$ cat src/hw/rtl/midi_message_assembler_unit_macros.svh
// ----------------------------------------------------------------------------
// midi message assembler assertion macros
// property wrappers, empty when SYNTH is defined
// ----------------------------------------------------------------------------
`ifndef MIDI_MESSAGE_ASSEMBLER_UNIT_MACROS_SVH
`define MIDI_MESSAGE_ASSEMBLER_UNIT_MACROS_SVH

`ifndef SYNTH

`define MMA_ASSERT_IMP(lbl, clk, rst_n, pre, post) \
    lbl: assert property (@(posedge clk) disable iff (!rst_n) (pre) |-> (post)) \
        else $error("assertion failed");

`define MMA_ASSERT_NXT(lbl, clk, rst_n, pre, post) \
    lbl: assert property (@(posedge clk) disable iff (!rst_n) (pre) |=> (post)) \
        else $error("assertion failed");

`else

`define MMA_ASSERT_IMP(lbl, clk, rst_n, pre, post)

`define MMA_ASSERT_NXT(lbl, clk, rst_n, pre, post)

`endif

`endif

$ cat src/hw/rtl/mma_pkg.sv
// ----------------------------------------------------------------------------
// mma_pkg
// shared constants, types and decode helpers of the midi message assembler
// ----------------------------------------------------------------------------
package mma_pkg;

    localparam int SYSEX_LIMIT = 63;
    localparam int ADDR_W      = $clog2(SYSEX_LIMIT);
    localparam int CNT_W       = $clog2(SYSEX_LIMIT + 1);

    localparam logic [CNT_W-1:0] SYSEX_LIMIT_C = CNT_W'(SYSEX_LIMIT);

    typedef logic [7:0] midi_byte_t;

    localparam midi_byte_t ST_SYSEX   = 8'hF0;
    localparam midi_byte_t ST_MTC     = 8'hF1;
    localparam midi_byte_t ST_SONGPOS = 8'hF2;
    localparam midi_byte_t ST_SONGSEL = 8'hF3;
    localparam midi_byte_t ST_UNDEF   = 8'hF4;
    localparam midi_byte_t ST_EOX     = 8'hF7;
    localparam midi_byte_t RT_FIRST   = 8'hF8;
    localparam midi_byte_t RT_LAST    = 8'hFF;

    localparam logic [3:0] HI_PROG  = 4'hC;
    localparam logic [3:0] HI_PRESS = 4'hD;

    localparam logic KIND_SHORT = 1'b0;
    localparam logic KIND_SYSEX = 1'b1;

    typedef enum logic [2:0] {
        S_IDLE,
        S_EXEC,
        S_FL_RD,
        S_FL_WR,
        S_FL_END
    } mma_state_t;

    typedef struct packed {
        logic              we;
        logic [ADDR_W-1:0] waddr;
        midi_byte_t        wdata;
        logic              re;
        logic [ADDR_W-1:0] raddr;
    } mma_mem_req_t;

    function automatic logic [1:0] msg_len(input midi_byte_t s);
        logic [1:0] n;
        if (s inside {[RT_FIRST:RT_LAST]})
            n = 2'd1;
        else if (s inside {ST_MTC, ST_SONGSEL})
            n = 2'd2;
        else if (s == ST_SONGPOS)
            n = 2'd3;
        else if (s inside {[ST_UNDEF:ST_EOX]})
            n = 2'd1;
        else if (s[7:4] inside {HI_PROG, HI_PRESS})
            n = 2'd2;
        else
            n = 2'd3;
        return n;
    endfunction

endpackage

$ cat src/hw/rtl/mma_sysex_store.sv
// ----------------------------------------------------------------------------
// mma_sysex_store
// sysex byte buffer, one write port and one registered read port
// ----------------------------------------------------------------------------
module mma_sysex_store
    import mma_pkg::*;
(
    input  logic         clk,
    input  mma_mem_req_t mem_req,
    output midi_byte_t   rd_data
);

    midi_byte_t mem [SYSEX_LIMIT];
    midi_byte_t rd_data_reg;

    always_ff @(posedge clk)
    begin
        if (mem_req.we)
        begin
            mem[mem_req.waddr] <= mem_req.wdata;
        end
    end

    always_ff @(posedge clk)
    begin
        if (mem_req.re)
        begin
            rd_data_reg <= mem[mem_req.raddr];
        end
    end

    assign rd_data = rd_data_reg;

endmodule

$ cat src/hw/rtl/midi_message_assembler_unit.sv
// ----------------------------------------------------------------------------
// midi_message_assembler_unit
// assembles raw midi bytes into short messages and buffered sysex runs
// ----------------------------------------------------------------------------
// input channel: data_valid / data_ready with data_byte, one raw midi byte
// per transaction. output channel: msg_valid / msg_ready with msg_kind,
// msg_length, byte0..byte2 and last_in_run.
// a byte is accepted in S_IDLE, then decoded and state updated in S_EXEC.
// a completed short message or real-time byte appears on the output
// register the cycle after decode.
// on f7 closing a sysex the buffer is walked through the store's single
// read port: S_FL_RD reads each buffered byte and S_FL_WR places it on
// the output, then S_FL_END emits the f7.
// data_ready is high only while the block is idle; a finished result may
// wait in the output register while the next byte is accepted.
// if the receiver stalls, decode or flush holds until the output register
// is free; no result is lost.
// reset clears running status, partial message and sysex state; the
// store needs no clearing since only written entries are read.
// ----------------------------------------------------------------------------
`include "midi_message_assembler_unit_macros.svh"

module midi_message_assembler_unit
    import mma_pkg::*;
(
    input  logic       clk,
    input  logic       rst_n,
    input  logic       data_valid,
    output logic       data_ready,
    input  midi_byte_t data_byte,
    output logic       msg_valid,
    input  logic       msg_ready,
    output logic       msg_kind,
    output logic [1:0] msg_length,
    output midi_byte_t byte0,
    output midi_byte_t byte1,
    output midi_byte_t byte2,
    output logic       last_in_run
);

    mma_state_t state_reg, state_next;

    midi_byte_t        byte_reg, byte_next;
    midi_byte_t        run_reg, run_next;
    midi_byte_t        part_reg [3];
    midi_byte_t        part_next [3];
    logic [1:0]        have_reg, have_next;
    logic [1:0]        want_reg, want_next;
    logic              sysex_reg, sysex_next;
    logic [CNT_W-1:0]  cnt_reg, cnt_next;
    logic [ADDR_W-1:0] idx_reg, idx_next;

    logic              out_valid_reg, out_valid_next;
    logic              kind_reg, kind_next;
    logic [1:0]        len_reg, len_next;
    midi_byte_t        b0_reg, b0_next;
    midi_byte_t        b1_reg, b1_next;
    midi_byte_t        b2_reg, b2_next;
    logic              last_reg, last_next;

    mma_mem_req_t mem_req;
    midi_byte_t   sx_rd_data;

    logic slot_free;
    logic flush_last;

    // decode results for the byte in byte_reg
    logic              ex_emit;
    logic [1:0]        ex_len;
    midi_byte_t        ex_b0, ex_b1, ex_b2;
    midi_byte_t        ex_run;
    midi_byte_t        ex_part [3];
    logic [1:0]        ex_have, ex_want;
    logic              ex_sysex;
    logic [CNT_W-1:0]  ex_cnt;
    logic              ex_flush;
    logic              ex_we;
    logic [ADDR_W-1:0] ex_waddr;
    logic              ex_go;

    logic [1:0] dh, dw, dn, dsel;
    logic       dok;

    mma_sysex_store u_store (
        .clk     (clk),
        .mem_req (mem_req),
        .rd_data (sx_rd_data)
    );

    assign slot_free  = !out_valid_reg || msg_ready;
    assign flush_last = (CNT_W'(idx_reg) + CNT_W'(1)) == cnt_reg;

    always_comb
    begin
        ex_emit  = 1'b0;
        ex_len   = 2'd1;
        ex_b0    = byte_reg;
        ex_b1    = '0;
        ex_b2    = '0;
        ex_run   = run_reg;
        ex_part  = part_reg;
        ex_have  = have_reg;
        ex_want  = want_reg;
        ex_sysex = sysex_reg;
        ex_cnt   = cnt_reg;
        ex_flush = 1'b0;
        ex_we    = 1'b0;
        ex_waddr = cnt_reg[ADDR_W-1:0];
        dh       = have_reg;
        dw       = want_reg;
        dn       = have_reg;
        dsel     = have_reg;
        dok      = 1'b1;

        if (byte_reg >= RT_FIRST)
        begin
            ex_emit = 1'b1;
        end
        else if (sysex_reg && byte_reg == ST_EOX)
        begin
            ex_flush = 1'b1;
        end
        else if (sysex_reg && !byte_reg[7])
        begin
            if (cnt_reg < SYSEX_LIMIT_C)
            begin
                ex_we  = 1'b1;
                ex_cnt = cnt_reg + CNT_W'(1);
            end
        end
        else
        begin
            // leaving or not in a sysex
            ex_sysex = 1'b0;
            ex_cnt   = '0;
            if (byte_reg == ST_SYSEX)
            begin
                ex_sysex = 1'b1;
                ex_we    = 1'b1;
                ex_waddr = '0;
                ex_cnt   = CNT_W'(1);
                ex_run   = '0;
            end
            else if (byte_reg[7])
            begin
                ex_run     = (byte_reg < ST_SYSEX) ? byte_reg : 8'h00;
                ex_part[0] = byte_reg;
                ex_want    = msg_len(byte_reg);
                if (msg_len(byte_reg) == 2'd1)
                begin
                    ex_emit = 1'b1;
                    ex_have = 2'd0;
                end
                else
                begin
                    ex_have = 2'd1;
                end
            end
            else
            begin
                if (have_reg == 2'd0)
                begin
                    if (run_reg == 8'h00)
                    begin
                        dok = 1'b0;
                    end
                    else
                    begin
                        ex_part[0] = run_reg;
                        dh         = 2'd1;
                        dw         = msg_len(run_reg);
                    end
                end
                if (dok)
                begin
                    ex_want       = dw;
                    dsel          = (dh == 2'd3) ? 2'd2 : dh;
                    ex_part[dsel] = byte_reg;
                    dn            = dh + 2'd1;
                    if (dn == dw || dn == 2'd0)
                    begin
                        ex_emit = 1'b1;
                        ex_len  = dw;
                        ex_b0   = ex_part[0];
                        ex_b1   = (dw > 2'd1) ? ex_part[1] : 8'h00;
                        ex_b2   = (dw > 2'd2) ? ex_part[2] : 8'h00;
                        ex_have = (run_reg != 8'h00) ? 2'd1 : 2'd0;
                    end
                    else
                    begin
                        ex_have = dn;
                    end
                end
            end
        end
    end

    assign ex_go = !ex_emit || slot_free;

    // next state
    always_comb
    begin
        state_next = state_reg;
        case (state_reg)
            S_IDLE:
            begin
                if (data_valid)
                begin
                    state_next = S_EXEC;
                end
            end
            S_EXEC:
            begin
                if (ex_go)
                begin
                    if (ex_flush)
                        state_next = (cnt_reg != '0) ? S_FL_RD : S_FL_END;
                    else
                        state_next = S_IDLE;
                end
            end
            S_FL_RD:
            begin
                state_next = S_FL_WR;
            end
            S_FL_WR:
            begin
                if (slot_free)
                begin
                    state_next = flush_last ? S_FL_END : S_FL_RD;
                end
            end
            S_FL_END:
            begin
                if (slot_free)
                begin
                    state_next = S_IDLE;
                end
            end
            default:
            begin
                state_next = S_IDLE;
            end
        endcase
    end

    // datapath and outputs
    always_comb
    begin
        data_ready     = 1'b0;
        byte_next      = byte_reg;
        run_next       = run_reg;
        part_next      = part_reg;
        have_next      = have_reg;
        want_next      = want_reg;
        sysex_next     = sysex_reg;
        cnt_next       = cnt_reg;
        idx_next       = idx_reg;
        mem_req        = '0;
        out_valid_next = out_valid_reg && !msg_ready;
        kind_next      = kind_reg;
        len_next       = len_reg;
        b0_next        = b0_reg;
        b1_next        = b1_reg;
        b2_next        = b2_reg;
        last_next      = last_reg;

        case (state_reg)
            S_IDLE:
            begin
                data_ready = 1'b1;
                if (data_valid)
                begin
                    byte_next = data_byte;
                end
            end
            S_EXEC:
            begin
                if (ex_go)
                begin
                    run_next      = ex_run;
                    part_next     = ex_part;
                    have_next     = ex_have;
                    want_next     = ex_want;
                    sysex_next    = ex_sysex;
                    cnt_next      = ex_cnt;
                    idx_next      = '0;
                    mem_req.we    = ex_we;
                    mem_req.waddr = ex_waddr;
                    mem_req.wdata = byte_reg;
                    if (ex_emit)
                    begin
                        out_valid_next = 1'b1;
                        kind_next      = KIND_SHORT;
                        len_next       = ex_len;
                        b0_next        = ex_b0;
                        b1_next        = ex_b1;
                        b2_next        = ex_b2;
                        last_next      = 1'b1;
                    end
                end
            end
            S_FL_RD:
            begin
                mem_req.re    = 1'b1;
                mem_req.raddr = idx_reg;
            end
            S_FL_WR:
            begin
                if (slot_free)
                begin
                    out_valid_next = 1'b1;
                    kind_next      = KIND_SYSEX;
                    len_next       = 2'd1;
                    b0_next        = sx_rd_data;
                    b1_next        = 8'h00;
                    b2_next        = 8'h00;
                    last_next      = 1'b0;
                    idx_next       = idx_reg + ADDR_W'(1);
                end
            end
            S_FL_END:
            begin
                if (slot_free)
                begin
                    out_valid_next = 1'b1;
                    kind_next      = KIND_SYSEX;
                    len_next       = 2'd1;
                    b0_next        = ST_EOX;
                    b1_next        = 8'h00;
                    b2_next        = 8'h00;
                    last_next      = 1'b1;
                    cnt_next       = '0;
                    sysex_next     = 1'b0;
                end
            end
            default:
            begin
                data_ready = 1'b0;
            end
        endcase
    end

    always_ff @(posedge clk or negedge rst_n)
    begin
        if (!rst_n)
        begin
            state_reg     <= S_IDLE;
            run_reg       <= '0;
            part_reg[0]   <= '0;
            part_reg[1]   <= '0;
            part_reg[2]   <= '0;
            have_reg      <= '0;
            want_reg      <= '0;
            sysex_reg     <= 1'b0;
            cnt_reg       <= '0;
            out_valid_reg <= 1'b0;
        end
        else
        begin
            state_reg     <= state_next;
            run_reg       <= run_next;
            part_reg      <= part_next;
            have_reg      <= have_next;
            want_reg      <= want_next;
            sysex_reg     <= sysex_next;
            cnt_reg       <= cnt_next;
            out_valid_reg <= out_valid_next;
        end
    end

    always_ff @(posedge clk)
    begin
        byte_reg <= byte_next;
        idx_reg  <= idx_next;
        kind_reg <= kind_next;
        len_reg  <= len_next;
        b0_reg   <= b0_next;
        b1_reg   <= b1_next;
        b2_reg   <= b2_next;
        last_reg <= last_next;
    end

    assign msg_valid   = out_valid_reg;
    assign msg_kind    = kind_reg;
    assign msg_length  = len_reg;
    assign byte0       = b0_reg;
    assign byte1       = b1_reg;
    assign byte2       = b2_reg;
    assign last_in_run = last_reg;

    `MMA_ASSERT_IMP(a_cnt_range, clk, rst_n, 1'b1, cnt_reg <= SYSEX_LIMIT_C)
    `MMA_ASSERT_IMP(a_sysex_cnt, clk, rst_n, 1'b1, sysex_reg == (cnt_reg != '0))
    `MMA_ASSERT_IMP(a_flush_idx, clk, rst_n, state_reg == S_FL_RD || state_reg == S_FL_WR,
        CNT_W'(idx_reg) < cnt_reg)
    `MMA_ASSERT_NXT(a_flush_end, clk, rst_n, state_reg == S_FL_END && slot_free,
        state_reg == S_IDLE && out_valid_reg && last_reg && !sysex_reg)

endmodule
$ cat config.mk
export PLATFORM = sky130hd
export DESIGN_NAME = midi_message_assembler_unit
export DESIGN_NICKNAME = d
export VERILOG_FILES = /design/src/hw/rtl/mma_pkg.sv /design/src/hw/rtl/mma_sysex_store.sv /design/src/hw/rtl/midi_message_assembler_unit.sv
export VERILOG_INCLUDE_DIRS = /design/src /design/src/hw/rtl
export SDC_FILE = /design/constraint.sdc
export NUM_CORES = 1
export LEC_CHECK = 0
export BUFFER_PORTS_ARGS = -buffer_cell sky130_fd_sc_hd__buf_2
export CORE_UTILIZATION = 50
export DETAILED_ROUTE_END_ITERATION = 10
export PLACE_DENSITY = 0.63
export SYNTH_ARGS = -nofsm -noshare
export SYNTH_HDL_FRONTEND = slang
export SYNTH_SLANG_ARGS = --single-unit
export TNS_END_PERCENT = 20
$ cat constraint.sdc
create_clock -name clk -period 6.7 [get_ports clk]
set_input_delay 0 -clock clk [delete_from_list [all_inputs] [get_ports clk]]
set_output_delay 0 -clock clk [all_outputs]
set_load 0.1 [all_outputs]
# Yosys cells after proc, flatten, opt, wreduce, memory -nomap -nowiden
# Memories as Yosys holds them, arrays and structs flattened. A register that Yosys moved wholly into a read port is not among the register bits.
# Cells that the tools add are included.
[word_totals] memories=1 ramBits=504 elab_cells=281 ff_bits=89 out_inout_bits=30
[op_classes] add_sub_neg=3 magnitude_cmp=14 reduce_logical=43 muxes=166 n_eq_ne=30 bitwise_logic=6
[memory_table] memory="u_store.mem" depth=63 width=8 rd=1 rd_ports_with_merged_regs=1 write_ports=1 line="mma_sysex_store.sv:13" source="midi_byte_t mem [SYSEX_LIMIT];"
[op_table] op="two-way mux 8 bit" n=44
[op_table] op="two-way mux 2 bit" n=43
[op_table] op="two-way mux 6 bit" n=12
[op_table] op="== test 8 bit (second input constant)" n=8
[op_table] op="two-way mux 1 bit" n=43
[op_table] op=">= comparator 8 bit (second input constant)" n=4
[op_table] op="<= comparator 8 bit (second input constant)" n=4
[op_table] op="case mux 8 bit (2 select lines)" n=2
[op_table] op="two-way mux 15 bit" n=2
[op_table] op="bitwise mux 24 bit" n=1
[op_table] op="two-way mux 24 bit" n=1
[op_table] op="case mux 6 bit (2 select lines)" n=2
[op_table] op="case mux 8 bit (3 select lines)" n=1
[op_table] op="AND reduction 6 bit" n=4
[op_table] op="two-way mux 3 bit" n=7
[op_table] op="nonzero test 2 bit" n=9
[op_table] op="demux 8 bit (select 2 bit)" n=1
[op_table] op="== test 4 bit (second input constant)" n=4
[op_table] op="inequality test 2 bit (second input constant)" n=8
[op_table] op="case mux 3 bit (5 select lines)" n=1
[op_table] op="adder 6 x 1 -> 6 bit (second input constant)" n=2
[op_table] op="logical AND 1 bit" n=8
[op_table] op="zero test 8 bit" n=1
[op_table] op="less-than comparator 8 bit (second input constant)" n=1
[op_table] op="35 further kinds" n=49

# Longest topological paths before layout
# Gate-level depths: netlist of run 1.
[depth] word_depth=29 ltp_mapped=12 ltp_nobuf=11

# Hierarchy
# A second synthesis of run 1 with hierarchy kept.
[unflattened] cells_unflattened=1416 area_unflattened_um2=24840.1
[by_module_without_submodules] module="mma_sysex_store" cells_per_inst=951 area_per_inst_um2=19924.1 instances=1 seq_area_each_um2=15374.7
[by_module_without_submodules] module="midi_message_assembler_unit" cells_per_inst=465 area_per_inst_um2=4916.0 instances=1 seq_area_each_um2=2412.3

# Worst setup path after synthesis of run 1
# No wires, ideal clock.
[synth_path] path_type="register to register" startpoint="reg run_reg[1]" endpoint="reg b1_reg[0], in the netlist byte1[0], enable pin" arrival_ns=3.468 path_slack_ns=2.838 setup_time_ns=0.395 synth_period_minus_slack_ns=3.862 path_buffers=0 required_ns=6.305 stages_incl_launch_ff=11 cell_sequence="dfrtp_1 > nor4_1 > nand2_1 > a21o_1 > ha_1 > or3_2 > a21oi_1 > nor4_1 > o21bai_1 > a21oi_1 > nor2_1"
[synth_via] elab_chain_len=26 elab_cells_between_ends=52
[synth_lines] item="start, declared" line="midi_message_assembler_unit.sv:44" source="midi_byte_t run_reg, run_next;"
[synth_lines] item="start signal, assigned" line="midi_message_assembler_unit.sv:362" source="run_reg <= run_next;"
[synth_lines] item=">= comparator 8 bit / <= comparator 8 bit (equally long branches)" line="mma_pkg.sv:54" source="else if (s inside {[ST_UNDEF:ST_EOX]})"
[synth_lines] item="logical AND 1 bit" line="mma_pkg.sv:54"
[synth_lines] item="two-way mux 2 bit" line="mma_pkg.sv:54"
[synth_lines] item="two-way mux 2 bit" line="mma_pkg.sv:52" source="else if (s == ST_SONGPOS)"
[synth_lines] item="two-way mux 2 bit" line="mma_pkg.sv:50" source="else if (s inside {ST_MTC, ST_SONGSEL})"
[synth_lines] item="two-way mux 2 bit" line="mma_pkg.sv:48" source="if (s inside {[RT_FIRST:RT_LAST]})"
[synth_lines] item="two-way mux 2 bit" line="midi_message_assembler_unit.sv:163" source="if (run_reg == 8'h00)"
[synth_lines] item="two-way mux 2 bit" line="midi_message_assembler_unit.sv:161" source="if (have_reg == 2'd0)"
[synth_lines] item="[... 10 more ...]"
[synth_lines] item="two-way mux 1 bit (*)" line="midi_message_assembler_unit.sv:136" source="if (byte_reg == ST_SYSEX)"
[synth_lines] item="two-way mux 1 bit (*)" line="midi_message_assembler_unit.sv:123" source="else if (sysex_reg && !byte_reg[7])"
[synth_lines] item="two-way mux 1 bit (*)" line="midi_message_assembler_unit.sv:119" source="else if (sysex_reg && byte_reg == ST_EOX)"
[synth_lines] item="two-way mux 1 bit (*)" line="midi_message_assembler_unit.sv:115" source="if (byte_reg >= RT_FIRST)"
[synth_lines] item="zero test 1 bit" line="midi_message_assembler_unit.sv:198" source="assign ex_go = !ex_emit || slot_free;"
[synth_lines] item="logical OR 1 bit" line="midi_message_assembler_unit.sv:198"
[synth_lines] item="inequality test 2 bit (no line)"
[synth_lines] item="AND reduction 4 bit (no line) (*)"
[synth_lines] item="end signal, assigned" line="midi_message_assembler_unit.sv:379" source="b1_reg <= b1_next;"
[synth_lines] item="end, declared" line="midi_message_assembler_unit.sv:57" source="midi_byte_t b1_reg, b1_next;"
# Every way passes the cells marked *; elsewhere a longest branch is shown, timed or not. The select of a mux whose other input is x is not followed.
# A chain may end at the register's enable or synchronous reset.

==> metrics.md, run 1 <==
| Metric | Value |
|---|---|
| Yosys top cell by area | edfxtp_1 |
| Pins Over Slew Limit | 0 |
| Unrepaired setup endpoints after global routing | no |
| Worst Path Arrival | 4930 ps |
| Final number of setup-violating endpoints | 0 |
| Met2 Use GR | 37.6% |
| Cell variety after synth | 69 |
| Worst-Skew Late Latency | 630 ps |
| Number of global-route vias before repair | 13.5k |
| Critical-path top delay cell | and3_2 |
| Initial core utilization | 50.6% |
| Die ar. | 50500 um2 |
| Slowest stage delay, CP | 1130 ps |
| Synth area leaders | edfxtp_1 67%, mux4_2 9.7%, dfrtp_1 4.6% |
| Clk sinks | 600 |
| Mapped cell area | 24800 um2 |
| Largest net degree at the start of global routing | 71 |
| Crit-path max FO | 63 |
| H-tree levels | 2 |
| Cell Chain, Critical Path | nor2_1 > o22ai_2 > o21ai_0 > a21oi_2 > o41ai_2 > and3_2 |
| Yosys reg bits | 600 |
| Overflow after GRT | 0 |
| Post-CTS sizing | 0 |
| DR vias | 13.9k |
| CTS Buf Count | 61 |
| Count of flip-flops with a built-in enable after synthesis | 554 |
| Hold slack | 89.8 ps |
| Leakage Power | 0.00930 uW |
| Drt pass-1 iters | 5 |
| Via/cell ratio | 6.11 |
| Gp weighted congestion | 0.920 |
| Clock Skews | 19.7 ps |
| Commonest non-fill, non-tap cell in the layout | edfxtp_1 |
| Synth async-reset ratio | 7.67% |
| Clock transition at path regs | 60 ps |
| Mapped Nets | 1525 |
| Die height | 225 um |
| DRC | 0 |
| Area growth from synthesis to layout | 12.9% |
| Gr usage total | 23.4% |
| CP required | 6950 ps |
| CP Capture Type | register |
| Max reg flops | 504 |
| Nets | 1578 |
| Mapped Cells | 1508 |
| Synthesized area per cell | 16.4 um2 |
| Final total negative setup slack | 0 ps |
| Power Density | 381 nW/um2 |
| Met3 usage | 3.87% |
| Antenna diode count | 0 |
| Synth Flop Type | edfxtp_1 |
| M1 GR Usage | 33.4% |
| Ys Warns | 0 |
| Placeable Area | 49000 um2 |
| DR WL/cell | 25.5 um |
| Post-route ant nets | 0 |
| Max_cap viols | 0 |
| Slew HR | 19.1% |
| Antenna violations before repair | 1 |
| Hold WC Path Type | in -> reg |
| VDD IR max | 0.000293 V |
| Fin. Hold Viols | 0 |
| Area share of the largest cell type after synthesis | 67.1% |
| Gr busiest metal | met2 |
| Layout cell share with drive strength beyond 1 | 19.7% |
| # IOs | 42 |
| Crit start category | register |
| PortBufs | 41 |
| Max Clk Rate | 0.213 GHz |
| Fin crit period | 4680 ps |
| Chip width | 225 um |
| Status | finished clean |
| Post-CTS setup buffer count | 0 |
| Register area share after synthesis | 71.8% |
| Dpl hpwl | 36000 um |
| CTS tree | built |
| Crit share post-route | 69.9% |
| Root buffer cell | clkbuf_16 |
| First-pass GRT wire length | 86900 um |
| Initial DRC count | 1584 |
| WL final | 58100 um |
| Crit path kind | reg -> reg |
| Max clock buf depth | 3 |
| Least-Margin Pin Slew | 1210 ps |
| Num rows | 81 |
| Commonest non-fill, non-tap cells in the layout | 554 x edfxtp_1, 118 x nor2_1, 111 x nand2_1 |
## path summary, 6_finish.rpt
| path | to | startpoint | slack (ps) | cells after the start |
|---|---|---|---|---|
| worst max-delay path | u_store.mem[28][3] | have_reg[1] | 2020 | 6 |
| worst min-delay path | byte_reg[7] | data_byte[7] | 90 | 2 |
| worst max register to register | u_store.mem[28][3] | have_reg[1] | 2020 | 6 |
| worst min register to register | part_reg[22] | part_reg[22] | 490 | 2 |
| max in group asynchronous | state_reg[2] | rst_n | 5880 | 2 |
| min in group asynchronous | part_reg[0] | rst_n | 140 | 2 |
## worst max-delay path: cells and delay by family (launching register included)
family	cells	cell delay, ps
and+or+nand+nor	2	1960
AOI/OAI and AO/OA	4	1710
DFF	1	590
## timing repair
item                                   in CTS  in global routing
hold buffers                               12                  0
endpoints found under the hold margin      67                  0
setup endpoints to repair                   0                  0
## cell type report
cell class | count | area [um2]
multi-input cells | 801 | 6630
flip-flops and latches | 600 | 17800
clock inverters | 35 | 448
repair buffers | 85 | 566
inverters | 12 | 45.0
well taps | 664 | 831
fillers | 3746 | 21000
clock buffers | 78 | 1680
## cells in the mapped netlist (2+ instances only)
cell type and instances:
o22a_1 8, nand2_1 112, nand2b_1 15, a21oi_1 45
xnor2_1 6, mux2i_1 47, nand4_1 3, nor2_1 119
clkbuf_1 69, a211oi_1 18, o21ai_0 47, o31ai_1 5
and2_0 2, a211o_1 4, mux4_2 107, or2_2 5
nor3_1 26, a22oi_1 14, mux2_4 7, o21a_1 2
a311oi_1 7, dfrtp_1 46, nor2b_1 10, and2_1 16
and3_1 9, inv_1 11, mux2_2 11, a31oi_1 16
o221ai_1 10, nand3_1 32, o41ai_1 2, nor4_1 11
or4_1 3, a21o_1 3, edfxtp_1 554, a22o_1 10
buf_1 14, o22ai_1 25, xor2_1 4, or4bb_1 2
or3_1 4, ha_1 5, o211ai_1 6, buf_2 11
## power breakdown
part           switching [uW]  internal, uW  leakage, uW
Clock                    1410          2160      0.00104
Sequential                170          4610      0.00565
Combinational            1620           692      0.00260
## routing by layer
layer  up-vias  wire length (um)
met2       536             28200
met3        85              4040
met5         -                11
met4         2              1130
li1       6092                 -
met1      7175             24800
## metrics by stage
step           util [%]  worst slack [ps]  instances  power (uW)  area [um2]
2_1_floorplan         -              2840       1508        6490       24800
3_3_place_gp       52.6              2260       2150        7130       25700
3_5_place_dp       52.6              2100       2150        7170       25700
4_1_cts            57.2              2080       2275       10700       28000
5_1_grt            57.2              1550       2275       11000       28000
6_report           57.2              2020       2275       10700       28000
## logic make-up after synthesis
kind of cell	share of synthesized area [%]
AND/OR/NAND/NOR	7.02
flip-flops	71.8
multiplexers	12.5
AO/OA/AOI/OAI	6.38
adder cells (fa/ha/maj)	0.252
XOR/XNOR	0.353
other	0.0151
buffers and inverters	1.69
No activity file was read; power rests on OpenSTA's default activity.
==> run 2, diff against run 1 <==
--- a/config.mk
+++ b/config.mk
@@ -9,7 +9,7 @@
 export BUFFER_PORTS_ARGS = -buffer_cell sky130_fd_sc_hd__buf_2
 export CORE_UTILIZATION = 50
 export DETAILED_ROUTE_END_ITERATION = 10
-export PLACE_DENSITY = 0.63
+export PLACE_DENSITY = 0.65
 export SYNTH_ARGS = -nofsm -noshare
 export SYNTH_HDL_FRONTEND = slang
 export SYNTH_SLANG_ARGS = --single-unit
==> constraint.sdc (replaced) <==
create_clock -name clk -period 4.1 [get_ports clk]
set_input_delay 0 -clock clk [delete_from_list [all_inputs] [get_ports clk]]
set_output_delay 0 -clock clk [all_outputs]
set_load 0.1 [all_outputs]
==> run 2 against run 1 <==
Effect of this change: clock power up 48%; count of clock-buffer cells in the layout down 3; non-clock buffer count rose by 89; fmax increased by 21%; critical path type unchanged; critical endpoint is now part_reg[1].
==> metrics.md, run 2 (synthesis results as in run 1) <==
| Metric | Value |
|---|---|
| Nets | 1665 (+5.5%) |
| Dpl hpwl | 37400 um (+4.1%) |
| Worst Path Arrival | 4360 ps (-570 ps) |
| Crit path kind | reg -> reg |
| H-tree levels | 2 (unchanged) |
| Antenna violations before repair | 0 (-1) |
| Largest net degree at the start of global routing | 64 (-9.9%) |
| Drt pass-1 iters | 6 (+1) |
| Design Power | 17000 uW (+59%) |
| Max Clk Rate | 0.258 GHz (+21%) |
| Pins Over Slew Limit | 0 (unchanged) |
| Buffers & Inverters on Critical Path | 0 (unchanged) |
| Die ar. | 50500 um2 (unchanged) |
| Gp weighted congestion | 0.926 (+0.65%) |
| WL final | 59400 um (+2.2%) |
| Layout cell share with drive strength beyond 1 | 23.4% (+3.7 points) |
| Post-route ant nets | 0 (unchanged) |
| Critical path's top delay family | simple AND/OR/NAND/NOR gates |
| Crit start category | register |
| PortBufs | 41 (unchanged) |
| Placeable Area | 49000 um2 (unchanged) |
| # IOs | 42 (unchanged) |
| Via/cell ratio | 6.05 (-0.92%) |
| Initial DRC count | 1484 (-6.3%) |
| Chip width | 225 um (unchanged) |
| Max_cap viols | 0 (unchanged) |
| Crit share post-route | 94.4% (+24 points) |
| Max reg flops | 504 (unchanged) |
| Least-Margin Pin Slew | 1070 ps (-144 ps) |
| Commonest non-fill, non-tap cell in the layout | edfxtp_1 |
| Final total negative setup slack | 0 ps (unchanged) |
| DR vias | 14.3k (+2.8%) |
| CP Capture Type | register |
| Slew HR | 28.7% (+9.6 points) |
| Critical-path top delay cell | or4b_1 |
| Unrepaired setup endpoints after global routing | no |
| Commonest non-fill, non-tap cells in the layout | 554 x edfxtp_1, 118 x nor2_1, 116 x buf_4 |
| Crit-path max FO | 7 (-89%) |
| Antenna diode count | 0 (unchanged) |
| Hold WC Path Type | in -> reg |
| Gr usage total | 24.0% (+0.54 points) |
| Fin. Hold Viols | 0 (unchanged) |
| Max clock buf depth | 3 (unchanged) |
| Area growth from synthesis to layout | 14.9% |
| Die height | 225 um (unchanged) |
| Fin crit period | 3870 ps (-814 ps) |
| DR WL/cell | 25.1 um (-1.5%) |
| Worst-Skew Late Latency | 620 ps (about the same) |
| Clock Skews | 17.3 ps (-2.43 ps) |
| Final number of setup-violating endpoints | 0 (unchanged) |
| Leakage Power | 0.00966 uW (+3.9%) |
| Fill cell count | 3718 (-0.75%) |
| First-pass GRT wire length | 88800 um (+2.2%) |
| CP required | 4590 ps (-2360 ps) |
| Status | finished clean |
| DRC | 0 (unchanged) |
| Post-route insts no fill | 2361 (+3.8%) |
| Clk sinks | 600 (unchanged) |
| Placed insts | 2239 (+4.1%) |
| Root buffer cell | clkbuf_16 |
| Overflow after GRT | 0 (unchanged) |
| Initial core utilization | 50.6% (unchanged) |
| Slowest stage delay, CP | 700 ps (-430 ps) |
| Cell Chain, Critical Path | nor4_2 > nand2_1 > a21o_1 > ha_1 > o21ai_0 > a21oi_2 > o41ai_2 > and2_1 > or4b_1 > mux2_4 |
| CTS Buf Count | 59 (-3.3%) |
| Num rows | 81 (unchanged) |
| CTS tree | built |
| Power Density | 596 nW/um2 (+57%) |
| Number of global-route vias before repair | 14.0k (+3.3%) |
| VDD IR max | 0.000429 V (+46%) |
| Clock transition at path regs | 60 ps (about the same) |
-- run 2: per-stage QoR --
step                      util, %  instance area [um2]  setup WS [ps]  hold slack [ps]
final                        58.2                28500            229              104
after floorplan                 -                24800            238             -296
after global routing         58.2                28500           8.49              103
after CTS                    58.1                28500           54.7             76.2
after detailed placement     54.1                26500           62.1              179
after global placement       54.1                26500            303              180
-- run 2: worst paths after layout --
| check | slack, ps | from | depth (start not counted) | end |
|---|---|---|---|---|
| max | 230 | run_reg[1] | 10 | part_reg[1] |
| max in group asynchronous | 3310 | rst_n | 2 | part_reg[12] |
| min reg2reg | 490 | part_reg[15] | 1 | part_reg[15] |
| max reg2reg | 230 | run_reg[1] | 10 | part_reg[1] |
| min | 100 | data_byte[0] | 2 | byte_reg[0] |
| min in group asynchronous | 130 | rst_n | 2 | part_reg[2] |
-- run 2: layout make-up --
cell class	instances	area [um2]	share of cell area, %
Tap cell	664	831	2.92
Multi-Input combinational cell	801	6640	23.3
Sequential cell	600	17800	62.5
Clock inverter	35	310	1.09
Timing Repair Buffer	174	1300	4.55
Clock buffer	75	1570	5.51
Inverter	12	45.0	0.158
-- run 2: worst reg2reg max path, stage by stage (launching register included) --
cell and delay (ps):
dfrtp_1 430, nor4_2 440, nand2_1 200, a21o_1 240, ha_1 300, o21ai_0 230
a21oi_2 170, o41ai_2 400, and2_1 260, or4b_1 700, mux2_4 390
-- run 2: per-layer routing --
layer  vias up  share of wire [%]  GRT usage, %
li1       6269                  -             -
met1      7289                 41          33.5
met2       632                 49          38.9
met3        92                7.7          3.98
met4         0                2.3          7.13
met5         -                  0             0
-- run 2: report_power, final --
part	switching [uW]	internal [uW]
combinational	2690	1230
clock	2250	3010
sequential	273	7520
total	5210	11800
-- run 2: repair_timing --
item,4_1_cts,5_1_grt
hold endpoints to repair,68,0
buffers inserted,0,0
hold buffers,12,0
resized for setup,0,3
setup endpoints to repair,0,261
